## src/hdl/closest_unmarked_point_pair_top_macros.svh

```systemverilog
// Assertion macros for the closest unmarked point pair block.
`ifndef CLOSEST_UNMARKED_POINT_PAIR_TOP_MACROS_SVH
`define CLOSEST_UNMARKED_POINT_PAIR_TOP_MACROS_SVH

// Same-cycle implication, disabled during reset.
`define CUPP_ASSERT_IMPLY(label, clk, rst, cond, prop, msg) \
   label: assert property (@(posedge clk) disable iff (rst) (cond) |-> (prop)) \
      else $error(msg);

// Next-cycle implication, disabled during reset.
`define CUPP_ASSERT_NEXT(label, clk, rst, cond, prop, msg) \
   label: assert property (@(posedge clk) disable iff (rst) (cond) |=> (prop)) \
      else $error(msg);

`endif

```

## src/hdl/cupp_pkg.sv

```systemverilog
// Shared constants, types and a helper function of the closest unmarked point pair block.
package cupp_pkg;

   // Table geometry
   localparam int MAX_STARS  = 256;
   localparam int COORD_BITS = 10;
   localparam int IDX_BITS   = $clog2(MAX_STARS);
   localparam int COUNT_W    = $clog2(MAX_STARS + 1);
   localparam int COUNT1_W   = COUNT_W + 1;
   localparam int SQ_W       = 2 * COORD_BITS;
   localparam int DIST_W     = 2 * COORD_BITS + 1;

   // Field widths on the ports
   localparam int ACTION_W   = 2;
   localparam int INDEX_W    = 8;
   localparam int COORD_W    = 10;
   localparam int NAME_W     = 6;
   localparam int SQD_W      = 21;
   localparam int STARCNT_W  = 9;
   localparam int TOL_W      = 10;
   localparam int CSR_IDX_W  = 1;
   localparam int CSR_DATA_W = 10;

   // Mark succeeds only for names shorter than this
   localparam logic [NAME_W-1:0] NAME_LIMIT = NAME_W'(30);
   localparam logic [TOL_W-1:0]  TOL_RESET  = TOL_W'(1);

   // Action codes
   localparam logic [ACTION_W-1:0] ACT_WRITE = 2'd0;
   localparam logic [ACTION_W-1:0] ACT_MARK  = 2'd1;
   localparam logic [ACTION_W-1:0] ACT_PAIR  = 2'd2;
   localparam logic [ACTION_W-1:0] ACT_FIND  = 2'd3;

   // Register indexes
   localparam logic [CSR_IDX_W-1:0] CSR_STAR_COUNT = 1'd0;
   localparam logic [CSR_IDX_W-1:0] CSR_MATCH_TOL  = 1'd1;

   typedef logic [COORD_BITS-1:0] coord_type;
   typedef logic [IDX_BITS-1:0]   addr_type;
   typedef logic [SQ_W-1:0]       sq_type;

   // One table entry as read from the point memory
   typedef struct packed {
      logic      marked;
      coord_type x;
      coord_type y;
   } point_type;

   // Access to the point memory for one cycle
   typedef struct packed {
      addr_type  rd_addr;
      logic      pt_we;
      logic      mark_we;
      logic      mark_val;
      addr_type  wr_addr;
      coord_type wr_x;
      coord_type wr_y;
   } mem_cmd_type;

   // Sideband carried along the distance pipeline
   typedef struct packed {
      logic     valid;
      logic     marked;
      addr_type idx;
   } tag_type;

   // One result
   typedef struct packed {
      logic               status;
      logic [INDEX_W-1:0] first_index;
      logic [INDEX_W-1:0] second_index;
      logic [SQD_W-1:0]   sq_distance;
   } rsp_type;

   function automatic coord_type abs_diff(coord_type a, coord_type b);
      return (a >= b) ? (a - b) : (b - a);
   endfunction

endpackage

```

## src/hdl/cupp_sq_dist.sv

```systemverilog
// Squared coordinate differences between the pivot point and a streamed partner.
module cupp_sq_dist (
   input  logic                clock,
   input  logic                reset,
   input  cupp_pkg::tag_type   in_tag,
   input  cupp_pkg::coord_type ax,
   input  cupp_pkg::coord_type ay,
   input  cupp_pkg::coord_type bx,
   input  cupp_pkg::coord_type by,
   output cupp_pkg::tag_type   out_tag,
   output cupp_pkg::sq_type    sq_x,
   output cupp_pkg::sq_type    sq_y
);
   import cupp_pkg::*;

   coord_type dx;
   coord_type dy;
   sq_type    sq_x_in;
   sq_type    sq_y_in;
   sq_type    sq_x_ff;
   sq_type    sq_y_ff;
   tag_type   tag_ff;

   // Square each difference
   always_comb begin
      dx      = abs_diff(ax, bx);
      dy      = abs_diff(ay, by);
      sq_x_in = SQ_W'(dx) * SQ_W'(dx);
      sq_y_in = SQ_W'(dy) * SQ_W'(dy);
   end

   // Register squares and sideband
   always_ff @(posedge clock) begin
      if (reset) begin
         tag_ff.valid <= 1'b0;
      end else begin
         tag_ff.valid <= in_tag.valid;
      end
      tag_ff.marked <= in_tag.marked;
      tag_ff.idx    <= in_tag.idx;
      sq_x_ff       <= sq_x_in;
      sq_y_ff       <= sq_y_in;
   end

   assign out_tag = tag_ff;
   assign sq_x    = sq_x_ff;
   assign sq_y    = sq_y_ff;

endmodule
```

## config.mk

```make
export PLATFORM = sky130hd
export DESIGN_NAME = cupp_sq_dist
export DESIGN_NICKNAME = d
export VERILOG_FILES = /design/src/hdl/closest_unmarked_point_pair_top_macros.svh /design/src/hdl/cupp_pkg.sv /design/src/hdl/cupp_sq_dist.sv
export SDC_FILE = /design/constraint.sdc
export NUM_CORES = 1
export LEC_CHECK = 0
export BUFFER_PORTS_ARGS = -buffer_cell sky130_fd_sc_hd__buf_2
export CORE_UTILIZATION = 37
export CTS_CLUSTER_DIAMETER = 120
export CTS_CLUSTER_SIZE = 8
export DETAILED_ROUTE_END_ITERATION = 6
export HOLD_SLACK_MARGIN = 0.08
export PLACE_DENSITY_LB_ADDON = 0.05
export SLEW_MARGIN = 20
export SYNTH_ARGS = -nofsm -noshare
export SYNTH_HDL_FRONTEND = slang
export SYNTH_SLANG_ARGS = --single-unit
```

## constraint.sdc

```tcl
create_clock -name clock -period 9.8 [get_ports clock]
set_input_delay 0.49 -clock clock [delete_from_list [all_inputs] [get_ports clock]]
set_output_delay 0.49 -clock clock [all_outputs]
set_load 0.01 [all_outputs]
```

Word level (Yosys, flattened, before mapping)
Cells that the tools add are included.
{ "classes": {"muxes": 2, "add_sub_neg": 4, "magnitude_cmp": 2, "n_mul": 2} }
{ "op_table": {"columns": ["operator", "n"], "rows": [
  ["10-bit by 10-bit multiplier with 20-bit output", 2],
  ["10-bit subtractor", 4],
  ["10-bit >= comparator", 2],
  ["10-bit 2-to-1 mux", 2]
]} }
{ "word_totals": {"inputBits": 52, "output_inout_bits": 50, "wordCells": 15, "ff_bits": 50} }

Logic depth before layout (Yosys ltp)
{ "logic_depth": {"word_depth": 3, "mapped_depth": 33} }

Least setup slack after synthesis
No wires, ideal clock.
{ "synth_timing": {"path_type": "input-to-reg", "start": "in ax[0]", "end": "reg sq_x_ff[19] (netlist: sq_x[19])", "setup_time_ps": 120, "cell_stages": 30, "path_slack_ps": 2758, "arrival_ps": 6922, "path_cell_list": "inv_1 > ha_1 > inv_1 > fa_1 > nand3_1 > nand4_1 > a211o_1 > buf_6 > o311a_1 > a211oi_2 > xor2_1 > buf_4 > or2b_2 > fa_1 > fa_1 > inv_1 > fa_1 > fa_1 > inv_1 > fa_1 > inv_1 > ha_1 > a21o_1 > a21o_1 > a21o_1 > a21o_1 > a21oi_1 > and2_1 > o21ai_1 > xnor2_1"} }
{ "synth_via": {"elab_chain_len": 3, "elab_cells_between_ends": 5, "classes_between": "add/sub: 2; mul: 1; order compare: 1; mux: 1"} }
{ "synth_lines": {"columns": ["element", "line_no", "source"], "rows": [
  ["start, declared", "cupp_sq_dist.sv:6", "input cupp_pkg::coord_type ax,"],
  ["10-bit subtractor / 10-bit >= comparator (equally long branches)", "cupp_pkg.sv:76", "return (a >= b) ? (a - b) : (b - a);"],
  ["10-bit 2-to-1 mux *", "cupp_pkg.sv:76", null],
  ["10-bit by 10-bit multiplier with 20-bit output *", "cupp_sq_dist.sv:28", "sq_x_in = SQ_W'(dx) * SQ_W'(dx);"],
  ["net sq_x_in[19]", "cupp_sq_dist.sv:18", "sq_type sq_x_in;"],
  ["end signal, assigned", "cupp_sq_dist.sv:41", "sq_x_ff <= sq_x_in;"],
  ["end, declared", "cupp_sq_dist.sv:20", "sq_type sq_x_ff;"]
]} }
Mark *: on every way through the listed nets, which the timed path passes. The rest lies on a longest branch.
A chain may end at the register's enable or synchronous reset.

Worst setup path after layout
{ "layout_timing": {"start": "in ay[0]", "end": "reg sq_y_ff[18] (netlist: sq_y[18])"} }
{ "layout_via": {"elab_chain_len": 3, "elab_cells_between_ends": 5, "classes_between": "add/sub: 2; mul: 1; order compare: 1; mux: 1"} }
{ "layout_lines": {"columns": ["element", "line_no", "source"], "rows": [
  ["start, declared", "cupp_sq_dist.sv:7", "input cupp_pkg::coord_type ay,"],
  ["10-bit subtractor / 10-bit >= comparator (equally long branches)", "cupp_pkg.sv:76", null],
  ["10-bit 2-to-1 mux *", "cupp_pkg.sv:76", null],
  ["10-bit by 10-bit multiplier with 20-bit output *", "cupp_sq_dist.sv:29", "sq_y_in = SQ_W'(dy) * SQ_W'(dy);"],
  ["net sq_y_in[18]", "cupp_sq_dist.sv:19", "sq_type sq_y_in;"],
  ["end signal, assigned", "cupp_sq_dist.sv:42", "sq_y_ff <= sq_y_in;"],
  ["end, declared", "cupp_sq_dist.sv:21", "sq_type sq_y_ff;"]
]} }
Marked as above.

==> qor.yml <==
outcome:
  status: "complete, no violations"
yosys:
  async_flop_share_pct: 0
  ys_ff_latch: 48
  ys_warn_count: 0
  syn_area_sq_mm: 0.00845
  synth_top_cell_by_area: "fa_1"
  synthDistinctLibCells: 72
  synth-main-ff-cell: "dfxtp_1"
  synth_top_area_share_pct: 23.7
  synth_cells: 955
  syn-mean-instance-area_sq_um: 8.84
  ys_seq_area_share_pct: 11.4
  ys_top_cells_by_area: "fa_1 (24%), ha_1 (20%), dfxtp_1 (11%), inv_1 (8.3%), nor2_1 (3.4%)"
  synth_edf_count: 0
clock_tree:
  clkTransAtPathRegs_ps: 70
  cts.sinks: 48
  clock_path_buffers: 2
  cts_resized: 0
  h-tree-depth: 2
  cts_tree: "built"
  post-cts-setup-buffers: 0
  cts_buffers: 5
  cts.root.buffer_cell: "clkbuf_16"
  cts_hold_buf: 0
setup_path:
  crit_path_top_delay_cell: "fa_1"
  critical_path_arrival_ps: 7720
  end_kind: "flop"
  crit_family: "adder cells"
  slowest_delay_ps: 540
  cpMostUsedCell: "fa_1"
  start_kind: "input pin"
  worst_ep_required_time_ps: 10030
  crit_fanout: 10
  path_buf_inv: 6
  critPathKind: "input pin to flop"
layout:
  fin_area_sq_mm: 0.00938
  final-seq-area_sq_um: 961
  num_antenna_cells: 0
  multi_input_area_sq_mm: 0.00665
  final_cell_mix: "inv_1 (187), ha_1 (132), fa_1 (100), buf_2 (99), nor2_1 (76)"
  drive_gt1_share_pct: 14.0
  final_common_cell: "inv_1"
  fillCellCount: 2270
  area_growth_pct: 11.1
  final_nets: 1329
job:
  maxCapViolCount: 0
routing:
  routedWlPerCell_um: 14.2
  via_per_inst: 4.83
  drc: 0
  vias: 6407
  wl_um: 18900
  drt_iter0_markers: 313
  postRouteAntennaNets: 0
  firstDrtPassIters: 4
place:
  postPlaceCellArea_sq_mm: 0.00921
  dp_hpwl_um: 16300
  gp_congestion: 0.823
  io_buffers: 99
floorplan:
  num_rows: 54
  fp.dieH_um: 153
  die_w_um: 153
  initial_core_util_pct: 38.2
  core_area_sq_mm: 0.0221
  dieArea_sq_mm: 0.0234
  io_pins: 102
global_route:
  grt.overflow.total: 0
  grt_usage_pct: 17.0
  grt_max_degree: 16
  antenna_found_initial: 0
  grt_pass1_wl_um: 32300
  grt_pass1_vias: 6477
timing:
  finalHoldViolCount: 0
  rsz0062_at_grt: "no"
  final.period_utilization_pct: 76.5
  hold_ws_ps: 289
  tightestPinTransition_ps: 921
  slew_violations: 0
  fin_crit_ps: 7500
  setup_viol: 0
  timing.max_slew.rel_slack_pct: 36.9
  finalSetupTns_ps: 0
  clock.fmax_mhz: 133
hold_path:
  hold_path_class: "input pin to flop"
## path summary, 6_finish.rpt
path / startpoint / end / slack, ps / depth (start not counted)
max: ay[0] / sq_y[18] / 2300 / 29
min: in_tag[7] / out_tag[7] / 290 / 1
## stage by stage
step | utilization (%) | setup slack [ps] | instances
6_report | 42.5 | 2300 | 1326
5_1_grt | 42.5 | 1810 | 1326
4_1_cts | 42.5 | 2360 | 1326
3_5_place_dp | 41.7 | 2050 | 1318
3_3_place_gp | 41.7 | 2080 | 1318
2_1_floorplan | - | 2760 | 956
## sequential cells by signal, indices dropped and copies added (netlist names)
signal and count:
out_tag 10, sq_x 19, sq_y 19
## synthesized netlist by cell type (all sizes together), types with 11 or more instances
cell / n
buf: 11
o21ai: 28
xnor2: 38
ha: 132
nand4: 11
dfxtp: 48
a31oi: 11
fa: 100
nor2b: 12
nand2: 45
a21o: 23
xor2: 23
nor3: 13
a21oi: 40
nand3: 12
nor2: 77
nand2b: 21
inv: 190
## logic make-up after synthesis
group	count (synthesis)	synth area share (%)
AOI/OAI and AO/OA	148	11.9
adders and majority gates	232	43.3
other	1	0.0444
xor gates and xnor gates	61	6.99
DFF	48	11.4
and+or+nand+nor	236	14.4
muxes	17	2.16
buffers and inverters	212	9.92
## area by class of cell
type,instances,share of cell area (%)
multi-input combinational,696,70.9
timing repair buffer,103,5.60
tap,280,3.73
clock buffer,6,1.48
clock inverter,2,0.413
sequential,48,10.2
inverter,191,7.64
## routing by layer
metal | vias up | track usage [%] | wire, um
met4 | 0 | 3.32 | 153
met3 | 8 | 2.15 | 746
met5 | - | 0 | 0
met1 | 3010 | 26.4 | 10500
li1 | 3267 | - | -
met2 | 122 | 24.7 | 7510
Power is left out: the tool's default activity adds up to more than one toggle a clock period on the data nets, which glitch-free logic cannot reach.
